===== config.mk =====
export PLATFORM = sky130hd
export DESIGN_NAME = addressed_serial_frame_receiver_core
export DESIGN_NICKNAME = d
export VERILOG_FILES = /design/src/rtl/asfr_pkg.sv /design/src/rtl/addressed_serial_frame_receiver_core.sv
export SDC_FILE = /design/constraint.sdc
export NUM_CORES = 1
export LEC_CHECK = 0
export BUFFER_PORTS_ARGS = -buffer_cell sky130_fd_sc_hd__buf_2
export CAP_MARGIN = 40
export CORE_MARGIN = 10
export CORE_UTILIZATION = 35
export CTS_CLUSTER_SIZE = 16
export DETAILED_ROUTE_END_ITERATION = 16
export PLACE_DENSITY = 0.65
export SYNTH_ARGS = -nofsm -noshare
export SYNTH_HDL_FRONTEND = slang
export SYNTH_SLANG_ARGS = --single-unit
export TNS_END_PERCENT = 5

===== constraint.sdc =====
create_clock -name clock -period 3.63 [get_ports clock]
set_input_delay 0.1815 -clock clock [delete_from_list [all_inputs] [get_ports clock]]
set_output_delay 0.1815 -clock clock [all_outputs]
set_load 0.02 [all_outputs]

===== src/rtl/asfr_pkg.sv =====
// ----------------------------------------------------------------------------
// asfr_pkg
// Shared constants and types for the addressed serial frame receiver core.
// ----------------------------------------------------------------------------
`default_nettype none

package asfr_pkg;

   localparam int BUF_DEPTH_DEF = 16;
   localparam int FRAME_LEN_DEF = 5;
   localparam int CHECK_POS_DEF = 3;

   localparam logic [7:0] CH_NL  = 8'h0A;
   localparam logic [7:0] CH_W   = 8'h57;
   localparam logic [7:0] CH_S   = 8'h53;
   localparam logic [7:0] CH_ONE = 8'h31;

   localparam logic [7:0] STATION_ADDR_RST = 8'h01;

   localparam logic REG_STATION_ADDR = 1'b0;

   typedef enum logic [2:0] {
      ST_STORED   = 3'd0,
      ST_EXECUTED = 3'd1,
      ST_CSUM_ERR = 3'd2,
      ST_ADDR_ERR = 3'd3,
      ST_OVERFLOW = 3'd4,
      ST_OVERRUN  = 3'd5
   } status_type;

   typedef struct packed {
      logic       done;
      status_type status;
      logic       exec;
   } eval_type;

endpackage

`default_nettype wire


===== src/rtl/addressed_serial_frame_receiver_core.sv =====
// ----------------------------------------------------------------------------
// addressed_serial_frame_receiver_core
// Frame store, XOR checksum and address check, relay and position commands.
// ----------------------------------------------------------------------------
// Pipeline: each result passes the input stage and command stage registers.
// Throughput: one byte beat per cycle unless a held result stalls the input; the frame
// memory is written on beats with room, its two read ports fetch cmd and arg on newline.
// Reset clears the byte count, running XOR, relay, position and the pipeline;
// the frame memory keeps its contents, the station address returns to 1.
// ----------------------------------------------------------------------------
`default_nettype none

module addressed_serial_frame_receiver_core #(
   parameter int BUF_DEPTH = asfr_pkg::BUF_DEPTH_DEF,
   parameter int FRAME_LEN = asfr_pkg::FRAME_LEN_DEF,
   parameter int CHECK_POS = asfr_pkg::CHECK_POS_DEF
) (
   input  wire logic        clock,
   input  wire logic        reset,
   input  wire logic        req_tvalid,
   output logic             req_tready,
   input  wire logic [7:0]  req_tdata,   // [7:0] rx_byte
   input  wire logic        req_tuser,   // [0] overrun
   output logic             rsp_tvalid,
   input  wire logic        rsp_tready,
   output logic [7:0]       rsp_tdata,   // [0] relay_out, [3:1] position_out, [7:4] zero
   output logic             rsp_tlast,   // frame_done
   output logic [2:0]       rsp_tuser,   // [2:0] status
   input  wire logic        csr_psel,
   input  wire logic        csr_penable,
   input  wire logic        csr_pwrite,
   input  wire logic [2:0]  csr_paddr,
   input  wire logic [31:0] csr_pwdata,
   output logic [31:0]      csr_prdata,
   output logic             csr_pready
);

   localparam int CW      = $clog2(BUF_DEPTH + 1);
   localparam int AW      = $clog2(BUF_DEPTH);
   localparam int CHK_IDX = CHECK_POS % BUF_DEPTH;

   logic [7:0]  frame_store_mem [BUF_DEPTH];

   logic [7:0]  station_addr_ff;
   logic [CW-1:0] count_ff, count_in, count_stored;
   logic [7:0]  xor_ff, xor_in, xor_stored;
   logic [7:0]  byte0_ff, byte0_in;
   logic [7:0]  check_ff, check_in;
   logic [7:0]  cmd_ff, arg_ff;

   logic        s1_valid_ff, s1_valid_in;
   asfr_pkg::eval_type s1_ff, s1_in;

   logic        out_valid_ff, out_valid_in;
   logic        out_done_ff, out_done_in;
   asfr_pkg::status_type out_status_ff, out_status_in;
   logic        relay_ff, relay_in;
   logic [2:0]  position_ff, position_in;

   logic        accept, stored, ovr, overflow, eval, clr, s1_adv;
   logic [7:0]  rx;
   logic [7:0]  arg_off;

   // configuration port
   assign csr_pready = 1'b1;
   assign csr_prdata = (csr_paddr[2] == asfr_pkg::REG_STATION_ADDR) ?
                       {24'd0, station_addr_ff} : 32'd0;

   always_ff @(posedge clock) begin
      if (reset) begin
         station_addr_ff <= asfr_pkg::STATION_ADDR_RST;
      end else if (csr_psel && csr_penable && csr_pwrite && csr_pready &&
                   csr_paddr[2] == asfr_pkg::REG_STATION_ADDR) begin
         station_addr_ff <= csr_pwdata[7:0];
      end
   end

   // input stage
   assign s1_adv     = !out_valid_ff || rsp_tready;
   assign req_tready = !s1_valid_ff || s1_adv;
   assign accept     = req_tvalid && req_tready;
   assign rx         = req_tdata;
   assign ovr        = req_tuser;

   always_comb begin
      stored       = count_ff < CW'(BUF_DEPTH);
      count_stored = count_ff + CW'(stored);
      xor_stored   = xor_ff;
      if (stored && count_ff >= CW'(1) && 32'(count_ff) < CHECK_POS) begin
         xor_stored = xor_ff ^ rx;
      end
      byte0_in = (stored && count_ff == '0) ? rx : byte0_ff;
      check_in = (stored && 32'(count_ff) == CHK_IDX) ? rx : check_ff;

      overflow = !ovr && 32'(count_stored) >= BUF_DEPTH;
      eval     = !ovr && !overflow && rx == asfr_pkg::CH_NL &&
                 32'(count_stored) == FRAME_LEN;
      clr      = overflow || eval;

      count_in = clr ? '0 : count_stored;
      xor_in   = clr ? 8'd0 : xor_stored;

      s1_in.done   = clr;
      s1_in.exec   = 1'b0;
      s1_in.status = asfr_pkg::ST_STORED;
      if (ovr) begin
         s1_in.status = asfr_pkg::ST_OVERRUN;
      end else if (overflow) begin
         s1_in.status = asfr_pkg::ST_OVERFLOW;
      end else if (eval) begin
         if (xor_stored != check_in) begin
            s1_in.status = asfr_pkg::ST_CSUM_ERR;
         end else if (byte0_in != station_addr_ff) begin
            s1_in.status = asfr_pkg::ST_ADDR_ERR;
         end else begin
            s1_in.status = asfr_pkg::ST_EXECUTED;
            s1_in.exec   = 1'b1;
         end
      end

      s1_valid_in = accept ? 1'b1 : (s1_adv ? 1'b0 : s1_valid_ff);
   end

   always_ff @(posedge clock) begin
      if (accept && stored) begin
         frame_store_mem[count_ff[AW-1:0]] <= rx;
      end
      if (accept && eval) begin
         cmd_ff <= frame_store_mem[AW'(1)];
         arg_ff <= frame_store_mem[AW'(2)];
      end
   end

   always_ff @(posedge clock) begin
      if (reset) begin
         count_ff    <= '0;
         xor_ff      <= 8'd0;
         s1_valid_ff <= 1'b0;
      end else begin
         s1_valid_ff <= s1_valid_in;
         if (accept) begin
            count_ff <= count_in;
            xor_ff   <= xor_in;
         end
      end
   end

   always_ff @(posedge clock) begin
      if (accept) begin
         byte0_ff <= byte0_in;
         check_ff <= check_in;
         s1_ff    <= s1_in;
      end
   end

   // command stage
   always_comb begin
      out_valid_in  = out_valid_ff && !rsp_tready;
      out_done_in   = out_done_ff;
      out_status_in = out_status_ff;
      relay_in      = relay_ff;
      position_in   = position_ff;
      arg_off       = arg_ff - asfr_pkg::CH_ONE;
      if (s1_valid_ff && s1_adv) begin
         out_valid_in  = 1'b1;
         out_done_in   = s1_ff.done;
         out_status_in = s1_ff.status;
         if (s1_ff.exec) begin
            if (cmd_ff == asfr_pkg::CH_W) begin
               relay_in = (arg_ff == asfr_pkg::CH_ONE);
            end else if (cmd_ff == asfr_pkg::CH_S && arg_off < 8'd8) begin
               position_in = arg_off[2:0];
            end
         end
      end
   end

   always_ff @(posedge clock) begin
      if (reset) begin
         out_valid_ff <= 1'b0;
         relay_ff     <= 1'b0;
         position_ff  <= 3'd0;
      end else begin
         out_valid_ff <= out_valid_in;
         relay_ff     <= relay_in;
         position_ff  <= position_in;
      end
   end

   always_ff @(posedge clock) begin
      out_done_ff   <= out_done_in;
      out_status_ff <= out_status_in;
   end

   assign rsp_tvalid = out_valid_ff;
   assign rsp_tlast  = out_done_ff;
   assign rsp_tuser  = out_status_ff;
   assign rsp_tdata  = {4'd0, position_ff, relay_ff};

`ifndef SYNTHESIS
   a_count_bound: assert property (@(posedge clock) disable iff (reset)
      32'(count_ff) <= BUF_DEPTH)
      else $error("byte count beyond store depth");

   a_stall_only_when_full: assert property (@(posedge clock) disable iff (reset)
      !req_tready |-> (s1_valid_ff && out_valid_ff && !rsp_tready))
      else $error("input stalled with room in the pipeline");

   a_clear_after_end: assert property (@(posedge clock) disable iff (reset)
      (accept && clr) |=> (count_ff == '0 && xor_ff == 8'd0))
      else $error("frame not cleared after evaluation or overflow");

   a_done_status: assert property (@(posedge clock) disable iff (reset)
      (rsp_tvalid && rsp_tlast) |->
         (rsp_tuser == asfr_pkg::ST_EXECUTED || rsp_tuser == asfr_pkg::ST_CSUM_ERR ||
          rsp_tuser == asfr_pkg::ST_ADDR_ERR || rsp_tuser == asfr_pkg::ST_OVERFLOW))
      else $error("frame done with a non-final status");
`endif

endmodule

`default_nettype wire


---- Word level (Yosys, flattened, before mapping) ----
Memory sizes are Yosys's and may differ from the RTL's. A register that Yosys moved wholly into a read port is not among the register bits.
Cells that the tools add are included.
storage, ports and cells
  flip-flop bits (word level) ............. 52
  memory bits (writable) .................. 128
  memories kept ........................... 1
  input bits .............................. 51
cells by class
  add/subtract/negate cells ............... 2
  equal/unequal tests ..................... 8
  order comparisons ....................... 5
  reduce and logical (&&, ||, !) cells .... 32
  bitwise gates (word level) .............. 4
  multiplexer cells ....................... 17
memory list
  name             words  bits a word  read ports  clocked after memory_dff  write ports  line                                        text
  frame_store_mem  16     8            2           2                         1            addressed_serial_frame_receiver_core.sv:42  logic [7:0] frame_store_mem [BUF_DEPTH];
operators by type and width
  kind                                                                   count
  8-bit 2-to-1 mux                                                       5
  1-bit logical AND                                                      17
  8-bit by 7-bit equality test with 1-bit output, second input constant  2
  8-bit != test                                                          2
  8-bit by 4-bit equality test with 1-bit output, second input constant  1
  8-bit by 6-bit equality test with 1-bit output, second input constant  1
  8-bit by 4-bit < comparator with 1-bit output, second input constant   1
  1-bit 2-to-1 mux                                                       8
  8-bit by 6-bit subtractor with 8-bit output, second input constant     1
  8-bit bitwise XOR                                                      1
  2-bit 2-to-1 mux                                                       3
  5-bit by 1-bit adder with 5-bit output                                 1
  5-bit by 2-bit equality test with 1-bit output, second input constant  1
  5-bit by 3-bit equality test with 1-bit output, second input constant  1
  5-bit by 1-bit >= comparator with 1-bit output, second input constant  1
  5-bit >= comparator, second input constant                             1
  1-bit logical NOT                                                      5
  5-bit logical NOT                                                      1
  5-bit by 2-bit < comparator with 1-bit output, second input constant   1
  5-bit < comparator, second input constant                              1
  5-bit 2-to-1 mux                                                       1
  4-bit AND reduction                                                    1
  4-bit OR reduction                                                     1
  1-bit logical OR                                                       3
  other kinds (5)                                                        7

---- Longest topological paths before layout ----
  depth in word-level cells ............... 10
  mapped depth ............................ 10

---- Worst setup path after synthesis ----
OpenSTA, ideal clock, no wires.
  path kind ............................... reg2reg
  from .................................... reg count_ff[4]
  to ...................................... reg arg_ff[0] (read register of frame_store_mem) (enable)
  cell stages (with the launch flop) ...... 8
  arrival ................................. 2.943 ns
  clock period less this slack ............ 3.352 ns
  path slack .............................. 0.278 ns
  setup time .............................. 0.409 ns
  buffers on the path ..................... 0
  cells stage by stage .................... dfxtp_1 -> inv_1 -> ha_1 -> ha_1 -> nor4_1 -> nand3b_1 -> or4_1 -> nor3_1
on the way
  longest elaborated chain between the ends .. 9
  elaborated cells between the ends (all ways) .. 10
RTL lines
  item                                      line                                         text
  from (decl)                               addressed_serial_frame_receiver_core.sv:45   logic [CW-1:0] count_ff, count_in, count_stored;
  from (signal assigned)                    addressed_serial_frame_receiver_core.sv:142  count_ff <= count_in;
  5-bit < comparator                        addressed_serial_frame_receiver_core.sv:86   stored = count_ff < CW'(BUF_DEPTH);
  5-bit by 1-bit adder with 5-bit output *  addressed_serial_frame_receiver_core.sv:87   count_stored = count_ff + CW'(stored);
  5-bit >= comparator                       addressed_serial_frame_receiver_core.sv:95   overflow = !ovr && 32'(count_stored) >= BUF_DEPTH;
  1-bit logical AND                         addressed_serial_frame_receiver_core.sv:95
  1-bit logical NOT                         addressed_serial_frame_receiver_core.sv:96   eval = !ovr && !overflow && rx == asfr_pkg::CH_NL &&
  1-bit logical AND (2 in a row)            addressed_serial_frame_receiver_core.sv:96
  1-bit logical AND *                       addressed_serial_frame_receiver_core.sv:96
  1-bit logical AND *                       addressed_serial_frame_receiver_core.sv:128  if (accept && eval) begin
  to (decl)                                 addressed_serial_frame_receiver_core.sv:49   logic [7:0] cmd_ff, arg_ff;
Mark *: on every way between the ends. The rest lies on a longest branch, timed or not.
A chain may end at the register's enable or synchronous reset.

---- Worst setup path in the final report ----
  from .................................... reg count_ff[1]
  to ...................................... reg s1_ff[2] (netlist bit), data pin
on the way
  longest elaborated chain between the ends .. 10
  elaborated cells between the ends (all ways) .. 26
RTL lines
  item                                    line                                         text
  5-bit < comparator                      addressed_serial_frame_receiver_core.sv:86
  5-bit by 1-bit adder with 5-bit output  addressed_serial_frame_receiver_core.sv:87
  5-bit >= comparator                     addressed_serial_frame_receiver_core.sv:95
  1-bit logical AND                       addressed_serial_frame_receiver_core.sv:95
  1-bit logical NOT                       addressed_serial_frame_receiver_core.sv:96
  1-bit logical AND (3 in a row)          addressed_serial_frame_receiver_core.sv:96
  1-bit inverter (no line)                n/a
  3-bit OR reduction (no line)            n/a
  to (signal assigned)                    addressed_serial_frame_receiver_core.sv:152  s1_ff <= s1_in;
  to (decl)                               addressed_serial_frame_receiver_core.sv:52   asfr_pkg::eval_type s1_ff, s1_in;
Parallel ways exist; a longest one is shown, timed or not.

==> impl_metrics.csv <==
group,metric,value,unit
layout,final_cell_mix,"edfxtp_1, buf_2, nand2_1, a21oi_1, conb_1",
yosys,ys_async_sr_fraction,0,
global_routing,grt_max_degree,28,
timing,worstMarginPinSlew,0.854,ns
detailed_routing,wirelength,9940,µm
hold_path,hp-class,"primary input to flip-flop",
detailed_routing,viasPerCell,5.25,
yosys,syn_inst,411,
clocking,numClockSinks,84,
clocking,post_cts_resized,0,
timing,rsz0062_at_grt,"false",
global_routing,grt_usage,0.111,
clocking,root_buffer,"clkbuf_16",
timing,hold_violations,0,
layout,drive_gt1_frac,0.191,
clocking,clkTransAtPathRegs,0.06,ns
clocking,cts_tree,"yes",
timing,max_freq,0.332,GHz
layout,stdcell_area,4900,µm²
layout,diodes,0,
critical_path,worstReg2RegStart,"count_ff[1]$_SDFFE_PP0P_",
global_routing,grt_pass1_wl,15700,µm
layout,fin_cells,618,
yosys,yosysSeqAreaShare,0.517,
die,initial_core_util,0.360,
yosys,synth_seq_cells,84,
power_and_ir_drop,p_leak,1.73,nW
critical_path,cp-end-kind,"flip-flop",
critical_path,worstSetupPathType,"flip-flop to flip-flop",
yosys,synth_cell_types,51,
critical_path,cp_max_fo,17,
die,die_h,132,µm
detailed_routing,ant_nets,0,
timing,min_period,3.01,ns
power_and_ir_drop,max-vdd-ir-drop,253,µV
global_routing,grt_pass1_vias,3038,
job,cap_violations,0,
yosys,syn_area_per_cell,10.6,µm²
clocking,cts_setup_buffers,0,
timing,min_period_over_period,0.829,
power_and_ir_drop,powerDensity,444,nW/µm²
die,coreArea,12100,µm²
critical_path,r2r_slack,0.62,ns
placed_design,place_congestion,0.893,
critical_path,rr_endpoint,"s1_ff[2]$_SDFFCE_PP0P_",
die,rows,40,
detailed_routing,drt_pass1_iterations,5,
critical_path,critical_path_required,3.71,ns
clocking,clock_latency,0.33,ns
layout,area_growth,12.4,%
critical_path,path_cells,"buf_4, xnor2_1, o22ai_1, a32o_1, a2111oi_0, o2111ai_1, o41a_1",
placed_design,hpwl,7090,µm
detailed_routing,drcViolationCount,0,
timing,skew,0.00360,ns
placed_design,port_buffers,42,
clocking,cts_buffers,9,
critical_path,reg2reg_depth,7,
critical_path,crit_buf_inv,1,
hold_path,hold_end,"station_addr_ff[0]$_SDFFE_PP1P_",
yosys,synthFlopType,"edfxtp_1",
layout,utilization,0.404,
die,ioPinCount,98,
critical_path,cp_data_arrival_time,3.09,ns
hold_path,min_from,"csr_pwdata[0]",
clocking,clockBufferDepth,2,
detailed_routing,drtIter0Drc,320,
die,dieArea,17300,µm²
layout,layout_commonest_cell,"edfxtp_1",
timing,slew_viol_final,0,
yosys,netlist_area,4360,µm²
clocking,holdBufCountCts,0,
timing,max-slew-margin-rel,0.431,
outcome,status,"finished, final reports clean",
critical_path,cpPeakStageDelay,0.64,ns
detailed_routing,wl_per_cell,16.1,µm
yosys,ys_warn_count,0,
detailed_routing,vias,3245,
timing,setup_viol,0,
global_routing,overflow,0,
yosys,synth_edf_count,57,
placed_design,placedCellCount,601,
layout,nNetsFinal,500,
global_routing,antenna_found_initial,0,
die,die_width,132,µm
critical_path,slowest_stage,"dfxtp_1",
placed_design,placedInstanceArea,4610,µm²
timing,setup_tns,0,ns
critical_path,path_delay_family,"compound AO/OA/AOI/OAI gates",
critical_path,start_kind,"flip-flop",
clocking,htreeDepth,3,
power_and_ir_drop,power,2.17,mW
hold_path,hold-path-cell-count,3,
==> layer usage <==
metal / vias to the layer above / track usage / wire length, µm
li1: 1553 / - / -
met1: 1568 / 0.121 / 3990
met2: 102 / 0.185 / 5060
met3: 22 / 0.0446 / 683
met4: 0 / 0.0532 / 214
met5: - / 0 / 0
==> kinds of logic (layout without fill, tap and decap cells) <==
logic type      Yosys count  after routing  synth area share
buf+inv                  67             79            0.0873
mux                      17             17            0.0442
flops                    84             84             0.517
fa+ha+maj                 4              4            0.0115
other cells               2             29           0.00172
compound gates           87             87             0.127
xor+xnor                 14             14            0.0282
simple gates            136            136             0.183
==> cell type report <==
cell class | instances | area, µm²
Sequential cell | 84 | 2250
Clock buffer | 10 | 229
Fill cell | 1175 | 7220
Tap cell | 168 | 210
Timing Repair Buffer | 51 | 283
Clock inverter | 6 | 47.5
Inverter | 12 | 45.0
Multi-Input combinational cell | 287 | 1830
==> worst reg2reg max path, stage by stage (launching register included) <==
cell and delay (ns):
dfxtp_1 0.64, buf_4 0.27, xnor2_1 0.19, o22ai_1 0.17, a32o_1 0.29, a2111oi_0 0.35, o2111ai_1 0.34, o41a_1 0.50
==> power breakdown <==
group	switching, mW	total [mW]	internal, mW	leakage (nW)
registers	0.0283	1.09	1.06	0.753
clock network	0.375	0.845	0.470	0.134
logic	0.153	0.240	0.0866	0.845
==> registers in the layout (all words and copies together) (netlist names), 8 cells and up <==
signal,cells
frame_store_mem,16
xor_ff,8
station_addr_ff,8
byte0_ff,8
check_ff,8
arg_ff,8
cmd_ff,8
==> worst max path at each step <==
stage / from / cells past startpoint / to
5_1_grt: count_ff[0]$_SDFFE_PP0P_ / 9 / xor_ff[4]$_SDFFE_PP0P_
6_report: count_ff[1]$_SDFFE_PP0P_ / 7 / s1_ff[2]$_SDFFCE_PP0P_
3_3_place_gp: count_ff[0]$_SDFFE_PP0P_ / 7 / s1_ff[0]$_SDFFCE_PP0P_
4_1_cts: count_ff[1]$_SDFFE_PP0P_ / 7 / s1_ff[2]$_SDFFCE_PP0P_
2_1_floorplan: count_ff[4]$_SDFFE_PP0P_ / 7 / arg_ff[0]$_DFFE_PP_
3_5_place_dp: count_ff[1]$_SDFFE_PP0P_ / 7 / s1_ff[2]$_SDFFCE_PP0P_
==> metrics by stage <==
step	setup WS (ns)	hold WS, ns
after CTS	0.673	0.0455
after global placement	0.773	0.398
after global routing	0.400	0.0726
final	0.622	0.0600
after floorplan	0.278	0.280
after detailed placement	0.714	0.404
==> synthesized netlist by cell type (7+ instances only) <==
cell type / n / area, µm²
a21oi_1: 29 / 145
a22oi_1: 10 / 75.1
a31oi_1: 9 / 56.3
buf_4: 30 / 225
clkbuf_1: 22 / 82.6
dfxtp_1: 27 / 541
edfxtp_1: 57 / 1710
inv_1: 12 / 45.0
mux2_2: 14 / 158
nand2_1: 31 / 116
nand3_1: 9 / 45.0
nand4b_1: 23 / 201
nor2_1: 21 / 78.8
nor2b_1: 7 / 43.8
nor3_1: 9 / 45.0
o21ai_0: 13 / 65.1
xnor2_1: 9 / 78.8
Note: power is estimated with default switching activity, not from simulation.
